### config.mk
export PLATFORM = sky130hd
export DESIGN_NAME = charger_status_debounce_monitor_unit
export DESIGN_NICKNAME = d
export VERILOG_FILES = /design/src/rtl/core/csdm_pkg.sv /design/src/rtl/core/charger_status_debounce_monitor_unit.sv
export VERILOG_INCLUDE_DIRS = /design/src /design/src/rtl/core
export SDC_FILE = /design/constraint.sdc
export NUM_CORES = 1
export LEC_CHECK = 0
export ABC_AREA = 1
export BUFFER_PORTS_ARGS = -buffer_cell sky130_fd_sc_hd__buf_2
export CELL_PAD_IN_SITES_DETAIL_PLACEMENT = 1
export CELL_PAD_IN_SITES_GLOBAL_PLACEMENT = 2
export CORE_MARGIN = 5
export CORE_UTILIZATION = 30
export CTS_BUF_LIST = sky130_fd_sc_hd__clkbuf_16
export CTS_CLUSTER_DIAMETER = 50
export DETAILED_ROUTE_END_ITERATION = 8
export PLACE_DENSITY_LB_ADDON = 0.3
export SETUP_SLACK_MARGIN = 0.4
export SLEW_MARGIN = 20
export SYNTH_ARGS = -nofsm -noshare
export SYNTH_HDL_FRONTEND = slang
export SYNTH_SLANG_ARGS = --single-unit
export TNS_END_PERCENT = 5
### constraint.sdc
create_clock -name i_clk -period 7.2 [get_ports i_clk]
set_clock_uncertainty 0.05 [all_clocks]
set_input_delay 0.36 -clock i_clk [delete_from_list [all_inputs] [get_ports i_clk]]
set_output_delay 0.36 -clock i_clk [all_outputs]
set_load 0.05 [all_outputs]
### src/rtl/core/charger_status_debounce_monitor_unit_assert.svh
// assertion helpers for the charger status monitor
`ifndef CHARGER_STATUS_DEBOUNCE_MONITOR_UNIT_ASSERT_SVH
`define CHARGER_STATUS_DEBOUNCE_MONITOR_UNIT_ASSERT_SVH

// same-cycle implication, checked out of reset
`define CSDM_ASSERT_NOW(label, clk, rst_n, ante, cons) \
    label: assert property (@(posedge clk) disable iff (!rst_n) (ante) |-> (cons)) \
        else $error("charger monitor check failed");

// next-cycle implication, checked out of reset
`define CSDM_ASSERT_NEXT(label, clk, rst_n, ante, cons) \
    label: assert property (@(posedge clk) disable iff (!rst_n) (ante) |=> (cons)) \
        else $error("charger monitor sequence check failed");

`endif

### src/rtl/core/csdm_pkg.sv
`timescale 1ns / 1ps

package csdm_pkg;

    localparam int SAMPLE_PERIOD   = 50;
    localparam int REMINDER_PERIOD = 90;

    // residue counters track charge_ticks modulo each period
    localparam int SAMPLE_W   = (SAMPLE_PERIOD > 1) ? $clog2(SAMPLE_PERIOD) : 1;
    localparam int REMINDER_W = (REMINDER_PERIOD > 1) ? $clog2(REMINDER_PERIOD) : 1;

    localparam logic [7:0] DEBOUNCE_TICKS_RST     = 8'd3;
    localparam logic [7:0] FULL_CONFIRM_TICKS_RST = 8'd5;
    localparam logic [6:0] FULL_PERCENT_RST       = 7'd95;
    localparam logic       FULL_PIN_ENABLE_RST    = 1'b1;

    typedef enum logic [1:0] {
        CFG_DEBOUNCE_TICKS     = 2'd0,
        CFG_FULL_CONFIRM_TICKS = 2'd1,
        CFG_FULL_PERCENT       = 2'd2,
        CFG_FULL_PIN_ENABLE    = 2'd3
    } t_cfg_index;

    typedef enum logic [1:0] {
        REM_NONE     = 2'd0,
        REM_CHARGING = 2'd1,
        REM_FULL     = 2'd2
    } t_reminder;

    typedef struct packed {
        logic       charging_pin;
        logic       full_pin;
        logic [6:0] battery_percent;
        logic       alarm_wakeup;
    } t_in_item;

    typedef struct packed {
        logic       charge_started;
        logic       play_charging_sound;
        logic       full_notice;
        logic       play_full_sound;
        logic [1:0] reminder;
        logic       display_update;
        logic       charging_state;
        logic       full_confirmed;
    } t_out_item;

endpackage

### src/rtl/core/charger_status_debounce_monitor_unit.sv
`timescale 1ns / 1ps
// channel   | direction | handshake                 | payload
// ----------+-----------+---------------------------+-----------------------
// in        | input     | i_in_valid / o_in_stall   | i_in  (t_in_item)
// out       | output    | o_out_valid / i_out_stall | o_out (t_out_item)
// cfg       | input     | i_cfg_valid / o_cfg_ready | i_cfg_index, i_cfg_data
//
// one tick beat per cycle unless the output stalls; a beat passes through the
// input register, then one pass of counter/compare logic into the result register
// synchronous active-low reset restores register defaults and clears all tick state
// an output stall holds the result register and the input register behind it
// cfg writes are always ready and take effect on the next cycle

`include "charger_status_debounce_monitor_unit_assert.svh"

module charger_status_debounce_monitor_unit
    import csdm_pkg::*;
(
    input  logic       i_clk,
    input  logic       i_rst_n,
    input  logic       i_in_valid,
    output logic       o_in_stall,
    input  t_in_item   i_in,
    output logic       o_out_valid,
    input  logic       i_out_stall,
    output t_out_item  o_out,
    input  logic       i_cfg_valid,
    output logic       o_cfg_ready,
    input  t_cfg_index i_cfg_index,
    input  logic [7:0] i_cfg_data
);

    // configuration
    logic [7:0] r_debounce_ticks;
    logic [7:0] r_full_confirm_ticks;
    logic [6:0] r_full_percent;
    logic       r_full_pin_enable;

    // pipeline
    logic      r_in_vld;
    t_in_item  r_in;
    logic      r_out_vld;
    t_out_item r_out;
    t_out_item n_out;
    logic      out_free;
    logic      fire;

    // tick state
    logic                  r_last_raw,          n_last_raw;
    logic                  r_last_debounced,    n_last_debounced;
    logic [7:0]            r_stable_count,      n_stable_count;
    logic [7:0]            r_full_seen_count,   n_full_seen_count;
    logic [7:0]            r_full_absent_count, n_full_absent_count;
    logic                  r_full_flag,         n_full_flag;
    logic                  r_notified_full,     n_notified_full;
    logic [15:0]           r_charge_ticks,      n_charge_ticks;
    logic [SAMPLE_W-1:0]   r_sample_res,        n_sample_res;
    logic [REMINDER_W-1:0] r_remind_res,        n_remind_res;

    assign o_cfg_ready = 1'b1;
    assign out_free    = !r_out_vld || !i_out_stall;
    assign o_in_stall  = r_in_vld && !out_free;
    assign fire        = r_in_vld && out_free;
    assign o_out_valid = r_out_vld;
    assign o_out       = r_out;

    always_ff @(posedge i_clk) begin
        if (!i_rst_n) begin
            r_debounce_ticks     <= DEBOUNCE_TICKS_RST;
            r_full_confirm_ticks <= FULL_CONFIRM_TICKS_RST;
            r_full_percent       <= FULL_PERCENT_RST;
            r_full_pin_enable    <= FULL_PIN_ENABLE_RST;
        end else if (i_cfg_valid && o_cfg_ready) begin
            unique case (i_cfg_index)
                CFG_DEBOUNCE_TICKS:     r_debounce_ticks     <= i_cfg_data;
                CFG_FULL_CONFIRM_TICKS: r_full_confirm_ticks <= i_cfg_data;
                CFG_FULL_PERCENT:       r_full_percent       <= i_cfg_data[6:0];
                CFG_FULL_PIN_ENABLE:    r_full_pin_enable    <= i_cfg_data[0];
                default: ;
            endcase
        end
    end

    always_ff @(posedge i_clk) begin
        if (!i_rst_n) begin
            r_in_vld <= 1'b0;
        end else if (!o_in_stall) begin
            r_in_vld <= i_in_valid;
        end
    end

    always_ff @(posedge i_clk) begin
        if (!o_in_stall && i_in_valid) begin
            r_in <= i_in;
        end
    end

    always_ff @(posedge i_clk) begin
        if (!i_rst_n) begin
            r_out_vld <= 1'b0;
        end else if (out_free) begin
            r_out_vld <= r_in_vld;
        end
    end

    always_ff @(posedge i_clk) begin
        if (fire) begin
            r_out <= n_out;
        end
    end

    always_ff @(posedge i_clk) begin
        if (!i_rst_n) begin
            r_last_raw          <= 1'b0;
            r_last_debounced    <= 1'b0;
            r_stable_count      <= '0;
            r_full_seen_count   <= '0;
            r_full_absent_count <= '0;
            r_full_flag         <= 1'b0;
            r_notified_full     <= 1'b0;
            r_charge_ticks      <= '0;
            r_sample_res        <= '0;
            r_remind_res        <= '0;
        end else if (fire) begin
            r_last_raw          <= n_last_raw;
            r_last_debounced    <= n_last_debounced;
            r_stable_count      <= n_stable_count;
            r_full_seen_count   <= n_full_seen_count;
            r_full_absent_count <= n_full_absent_count;
            r_full_flag         <= n_full_flag;
            r_notified_full     <= n_notified_full;
            r_charge_ticks      <= n_charge_ticks;
            r_sample_res        <= n_sample_res;
            r_remind_res        <= n_remind_res;
        end
    end

    always_comb begin
        logic                  both;
        logic                  accepted;
        logic                  started;
        logic                  notice;
        logic [6:0]            sampled;
        logic [15:0]           ticks;
        logic [SAMPLE_W-1:0]   s_res;
        logic [REMINDER_W-1:0] r_res;
        t_reminder             rem;

        n_full_seen_count   = r_full_seen_count;
        n_full_absent_count = r_full_absent_count;
        n_full_flag         = r_full_flag;
        n_notified_full     = r_notified_full;
        n_charge_ticks      = r_charge_ticks;
        n_sample_res        = r_sample_res;
        n_remind_res        = r_remind_res;
        n_last_debounced    = r_last_debounced;
        started             = 1'b0;
        notice              = 1'b0;
        sampled             = '0;
        ticks               = r_charge_ticks;
        s_res               = r_sample_res;
        r_res               = r_remind_res;
        rem                 = REM_NONE;

        // full pin confirmation, counters saturate
        both = r_in.full_pin && r_in.charging_pin;
        if (r_full_pin_enable) begin
            if (both) begin
                n_full_seen_count   = (r_full_seen_count == 8'hFF) ? 8'hFF
                                    : r_full_seen_count + 8'd1;
                n_full_absent_count = '0;
                if (n_full_seen_count > r_full_confirm_ticks) begin
                    n_full_flag = 1'b1;
                end
            end else begin
                n_full_seen_count   = '0;
                n_full_absent_count = (r_full_absent_count == 8'hFF) ? 8'hFF
                                    : r_full_absent_count + 8'd1;
                if (n_full_absent_count > r_full_confirm_ticks) begin
                    n_full_flag = 1'b0;
                end
            end
        end

        n_last_raw = r_in.charging_pin;
        if (r_last_raw != r_in.charging_pin) begin
            n_stable_count = 8'd1;
        end else begin
            n_stable_count = (r_stable_count == 8'hFF) ? 8'hFF : r_stable_count + 8'd1;
        end

        accepted = n_stable_count >= r_debounce_ticks;

        if (accepted && r_in.charging_pin) begin
            if (!r_last_debounced) begin
                started = 1'b1;
                ticks   = '0;
                s_res   = '0;
                r_res   = '0;
            end
            // percent only counts on a sample tick
            sampled = (s_res == '0) ? r_in.battery_percent : 7'd0;
            if (!r_notified_full && (n_full_flag || sampled >= r_full_percent)) begin
                notice          = 1'b1;
                n_notified_full = 1'b1;
            end
            n_charge_ticks = ticks + 16'd1;
            // residues restart when the 16-bit count wraps
            if (ticks == 16'hFFFF) begin
                n_sample_res = '0;
                n_remind_res = '0;
            end else begin
                n_sample_res = (s_res == SAMPLE_W'(SAMPLE_PERIOD - 1)) ? '0
                             : s_res + SAMPLE_W'(1);
                n_remind_res = (r_res == REMINDER_W'(REMINDER_PERIOD - 1)) ? '0
                             : r_res + REMINDER_W'(1);
            end
            if (n_remind_res == '0) begin
                rem = n_notified_full ? REM_FULL : REM_CHARGING;
            end
        end else if (accepted) begin
            n_notified_full = 1'b0;
            n_full_flag     = 1'b0;
            n_charge_ticks  = '0;
            n_sample_res    = '0;
            n_remind_res    = '0;
        end

        if (accepted) begin
            n_last_debounced = r_in.charging_pin;
        end

        n_out.charge_started      = started;
        n_out.play_charging_sound = started && !r_in.alarm_wakeup;
        n_out.full_notice         = notice;
        n_out.play_full_sound     = notice && !r_in.alarm_wakeup;
        n_out.reminder            = rem;
        n_out.display_update      = accepted && (r_last_debounced != r_in.charging_pin);
        n_out.charging_state      = n_last_debounced;
        n_out.full_confirmed      = n_full_flag;
    end

    `CSDM_ASSERT_NOW(a_notice_while_charging, i_clk, i_rst_n, o_out_valid && o_out.full_notice, o_out.charging_state)
    `CSDM_ASSERT_NOW(a_reminder_while_charging, i_clk, i_rst_n, o_out_valid && (o_out.reminder != REM_NONE), o_out.charging_state)
    `CSDM_ASSERT_NOW(a_start_refreshes, i_clk, i_rst_n, o_out_valid && o_out.charge_started, o_out.display_update && o_out.charging_state)
    `CSDM_ASSERT_NEXT(a_input_reg_holds, i_clk, i_rst_n, r_in_vld && r_out_vld && i_out_stall, r_in_vld && $stable(r_in))

endmodule

* Word-level counts from Yosys, hierarchy flattened
Cells that the tools add are included.
** Cells by class
- Reduce and logical (&&, ||, !) cells :: 28
- Div/mod/pow operators :: 0
- Magnitude comparators :: 4
- Eq/ne operators :: 11
- Bitwise operators :: 0
- Mux-type cells :: 40
- Multiply operators :: 0
- Add/sub/neg operators :: 6
- Shift operators :: 0
** Operators with widths (number)
- 16-bit two-way mux :: 4
- 7-bit two-way mux :: 8
- 8-bit two-way mux :: 6
- 6-bit two-way mux :: 6
- 8-bit by 1-bit adder with 8-bit output, second input constant :: 3
- 8-bit == test, second input constant :: 3
- 16-bit by 1-bit adder with 16-bit output, second input constant :: 1
- 16-bit == test, second input constant :: 1
- 8-bit greater-than comparator :: 2
- 1-bit two-way mux :: 15
- 2-bit AND reduction :: 7
- 1-bit logical AND :: 9
- 8-bit >= comparator :: 1
- 7-bit by 1-bit adder with 7-bit output, second input constant :: 1
- 7-bit == test, second input constant :: 1
- 7-bit >= comparator :: 1
- 7-bit zero test :: 1
- 6-bit by 1-bit adder with 6-bit output, second input constant :: 1
- 6-bit == test, second input constant :: 1
- 1-bit zero test :: 6
- 6-bit zero test :: 1
- 2-bit == test, second input constant :: 2
- 2-bit by 1-bit == test with 1-bit output, second input constant :: 1
- 2-bit zero test :: 1
- other kinds (4) :: 6
** Word-level totals
- Bits in latches :: 0
- Memory bits (writable) :: 0
- Logic and storage cells :: 117
- Bits in read-only memories :: 0
- Register bits :: 102
- Memories :: 0

* Logic depth before layout (Yosys ltp)
- Depth in word-level cells :: 14
- Depth in mapped cells :: 21

* Worst setup path after synthesis
Ideal clock, no wire load.
- Path type :: register -> register
- Start point :: reg r_stable_count[0]
- End point :: reg r_out, in the netlist o_out[5], data pin
- Cell stages (with the launch flop) :: 20
- Library setup time :: 252 ps
- Data required time :: 6898 ps
- Data arrival time :: 2293 ps
- Setup slack :: 4605 ps
- Clock period less this slack :: 2595 ps
- Cells stage by stage :: dfxtp_1 -> ha_1 -> nand3_1 -> nor2_1 -> nand2_1 -> inv_1 -> o21ai_0 -> inv_1 -> ha_1 -> nand2_1 -> nand2_1 -> nand2_1 -> nand2_1 -> nand2_1 -> nand3_2 -> nand2_1 -> clkbuf_1 -> nor2_1 -> nand2_1 -> nor2_1
** RTL lines
- from (decl) :: RTL line charger_status_debounce_monitor_unit.sv:51 : logic [7:0] r_stable_count, n_stable_count;
- from (signal assigned) :: RTL line charger_status_debounce_monitor_unit.sv:127 : r_stable_count <= n_stable_count;
- to (signal assigned) :: RTL line charger_status_debounce_monitor_unit.sv:108 : r_out <= n_out;
- to (decl) :: RTL line charger_status_debounce_monitor_unit.sv:43 : t_out_item r_out;

* Worst setup path after layout
- Start point :: reg r_in, in the netlist n_last_raw
- End point :: reg r_out, in the netlist o_out[3], data pin
** RTL lines
- from (decl) :: RTL line charger_status_debounce_monitor_unit.sv:41 : t_in_item r_in;
- from (signal assigned) :: RTL line charger_status_debounce_monitor_unit.sv:94 : r_in <= i_in;
- 1-bit != test :: RTL line charger_status_debounce_monitor_unit.sv:186 : if (r_last_raw != r_in.charging_pin) begin
- 8-bit two-way mux :: RTL line charger_status_debounce_monitor_unit.sv:186
- net n_stable_count[7] :: RTL line charger_status_debounce_monitor_unit.sv:51
- 8-bit >= comparator :: RTL line charger_status_debounce_monitor_unit.sv:192 : accepted = n_stable_count >= r_debounce_ticks;
- 1-bit logical AND :: RTL line charger_status_debounce_monitor_unit.sv:194 : if (accepted && r_in.charging_pin) begin
- 2-bit AND reduction (no line)
The timed path passes the listed nets, and every way through them passes these cells. The select of a mux whose other input is x is not followed.
A chain may end at the register's enable or synchronous reset.

==> metrics.cfg <==
[clocking]
cts-resized-gates=0
cts-root-buf=clkbuf_16
cts_buffers=9
cts_setup_buffers=0
cts_tree=yes
clockBufferDepth=2
htreeDepth=3
hold_buffers=0
clkTransAtPathRegs_ns=0.07
clkSinkCount=102
clk_latency_ns=0.35

[routing]
dr.pass1.iters=4
vias=5385
drc=0
drt_first_iter_violations=245
drtAntennaViolNets=0
wl_per_cell_um=13.8
routed_wl_um=16100
via_per_inst=4.62

[global_route]
grt_remaining_overflow=0
grt_max_degree=48
grt_pass1_vias=5414
grt_pass1_wl_um=26900
antenna_found_initial=0
track_usage_pct=14.8

[floorplan]
io_pins=37
core_area_mm2=0.0196
dieHeight_um=151
fp-row-count=51
initial_core_util_pct=30.6
dieWidth_um=151
die-area_mm2=0.0229

[critical_path]
reg2reg_to=o_out[3]
end_kind=register
critPathArrivalTime_ns=3.86
worst-path-stages=11
crit_path_start=n_last_raw
cp.required_ns=7.25
crit_top_cell=nor2_1
crit_type=reg2reg
crit_end=o_out[3]
worstPathMaxFanout=21
r2r_cells=11
critical-path-max-stage-delay_ns=0.63
cp-start-kind=register
worst_path_dominant_cell_family=simple AND/OR/NAND/NOR gates
slowest_stage=nand2_1
rr_startpoint=n_last_raw
cp_cell_sequence=xnor2_1, o211ai_1, inv_1, ha_1, a21o_1, nor2_1, nand3_2, nand2_1, clkinv_1, nand3_1, nor2_1
path_buf_inv=2
r2r_slack_ns=3.39

[sta]
hold_violations=0
worst_pin_slew_ns=0.917
rsz0062_at_grt=false
holdWs_ns=0.127
fin_setup_tns_ns=0
fin_crit_sh_pct=52.9
maxSlewHeadroom_pct=38.7
timing.fmax_mhz=262
slew_viol_final=0
fin_crit_ns=3.81
setup_viol=0

[placed_design]
io_buffers=35
dpl.hpwl_um=11900
place_congestion=0.775

[layout]
fillCellCount=2537
drive_gt1_share_pct=7.88
syn_to_final_growth_pct=11.5
diodes=0
mostFrequentLayoutCell=nand2_1
final_cell_mix=225 x nand2_1, 121 x inv_1, 108 x nor2_1, 83 x dfxtp_1, 73 x a21oi_1
final_core_util_pct=34.2
nets=961
multi_input_area_mm2=0.00316
seq_area_mm2=0.00223

[power]
peakVddDrop_mv=0.110
leakagePower_nw=3.07
power_mw=1.31
cellPowerDensity_mw_per_mm2=196

[outcome]
status=finished clean

[hold_path]
hp-class=in2reg
hold_depth=1

[yosys]
avgSynthCellArea_um2=6.84
synth.distinct_cells=32
synth.ff_latch_count=102
ys_warn_count=0
syn-cell-area_mm2=0.00600
seq_area_frac_synth_pct=37.2
syn_nets=942
synth_cells=877

[run]
maxCapViolations=0

[where the power goes]
| group | switching (mW) | internal [mW] | total [mW] |
|---|---|---|---|
| clock | 0.226 | 0.290 | 0.516 |
| combinational | 0.126 | 0.0476 | 0.174 |
| sequential | 0.0147 | 0.606 | 0.621 |
| total | 0.366 | 0.944 | 1.31 |
[metrics by stage]
stage,instances,setup WS [ns],instance area [um^2]
2_1_floorplan,877,4.60,6000
3_3_place_gp,1150,3.41,6380
3_5_place_dp,1150,3.38,6380
4_1_cts,1166,3.34,6690
5_1_grt,1166,2.92,6690
6_report,1166,3.39,6690
[worst min path at each step]
stage | startpoint | end
2_1_floorplan | r_debounce_ticks[2] | r_debounce_ticks[2]
3_3_place_gp | r_sample_res[4] | r_sample_res[4]
3_5_place_dp | r_sample_res[4] | r_sample_res[4]
4_1_cts | i_in[2] | r_in[2]
5_1_grt | i_in[5] | r_in[5]
6_report | i_in[2] | r_in[2]
[area by class of cell]
cell class	count	share of cell area, %
multi-input combinational	622	47.2
inverter	124	6.96
clock inverter	6	0.898
timing repair buffer	37	2.84
clock buffer	10	3.74
sequential	102	33.4
tap	265	4.96
[layer usage]
metal	global-route usage, %	share of wire (%)	vias to the layer above
met5	0	0	-
met4	4.62	1.3	0
met3	1.86	2.2	10
met2	23.3	44	42
met1	20.9	53	2494
li1	-	-	2839
[Yosys cell counts (all sizes together)]
| cell | instances | area, um^2 |
|---|---|---|
| nand2 | 227 | 857 |
| edfxtp | 19 | 571 |
| dfxtp | 83 | 1660 |
| o21ai | 50 | 250 |
| nor3 | 7 | 35.0 |
| a21oi | 73 | 365 |
| o21bai | 2 | 15.0 |
| ha | 40 | 500 |
| o211ai | 9 | 67.6 |
| buf | 11 | 77.6 |
| clkinv | 2 | 7.51 |
| or2 | 5 | 31.3 |
| o21a | 2 | 15.0 |
| conb | 1 | 3.75 |
| nand3b | 2 | 15.0 |
| xnor2 | 6 | 52.6 |
| a31oi | 2 | 12.5 |
| nand4 | 17 | 113 |
| a21o | 2 | 15.0 |
| nor2 | 114 | 443 |
| inv | 122 | 458 |
| nand3 | 54 | 285 |
| xor2 | 9 | 78.8 |
| clkbuf | 18 | 67.6 |
[logic make-up (layout without fill, tap and decap cells)]
family | count (synthesis) | in the layout | share of synthesized area, %
XOR/XNOR | 15 | 15 | 2.19
AO/OA/AOI/OAI | 140 | 140 | 12.3
AND/OR/NAND/NOR | 426 | 426 | 29.7
flip-flops | 102 | 102 | 37.2
adder cells (fa/ha/maj) | 40 | 40 | 8.34
other | 1 | 1 | 0.0625
buffers and inverters | 153 | 177 | 10.2
[registers in the layout, indices dropped and copies added, names as in the netlist]
signal	flops
r_charge_ticks	16
r_in_vld	1
r_last_raw	1
r_full_confirm_ticks	8
r_full_flag	1
o_out_valid	1
o_out	9
r_last_debounced	1
r_stable_count	8
r_debounce_ticks	8
r_remind_res	7
r_notified_full	1
r_full_absent_count	8
r_full_seen_count	8
r_full_pin_enable	1
r_in	9
n_last_raw	1
r_full_percent	7
r_sample_res	6
No activity file was read; power rests on OpenSTA's default activity.
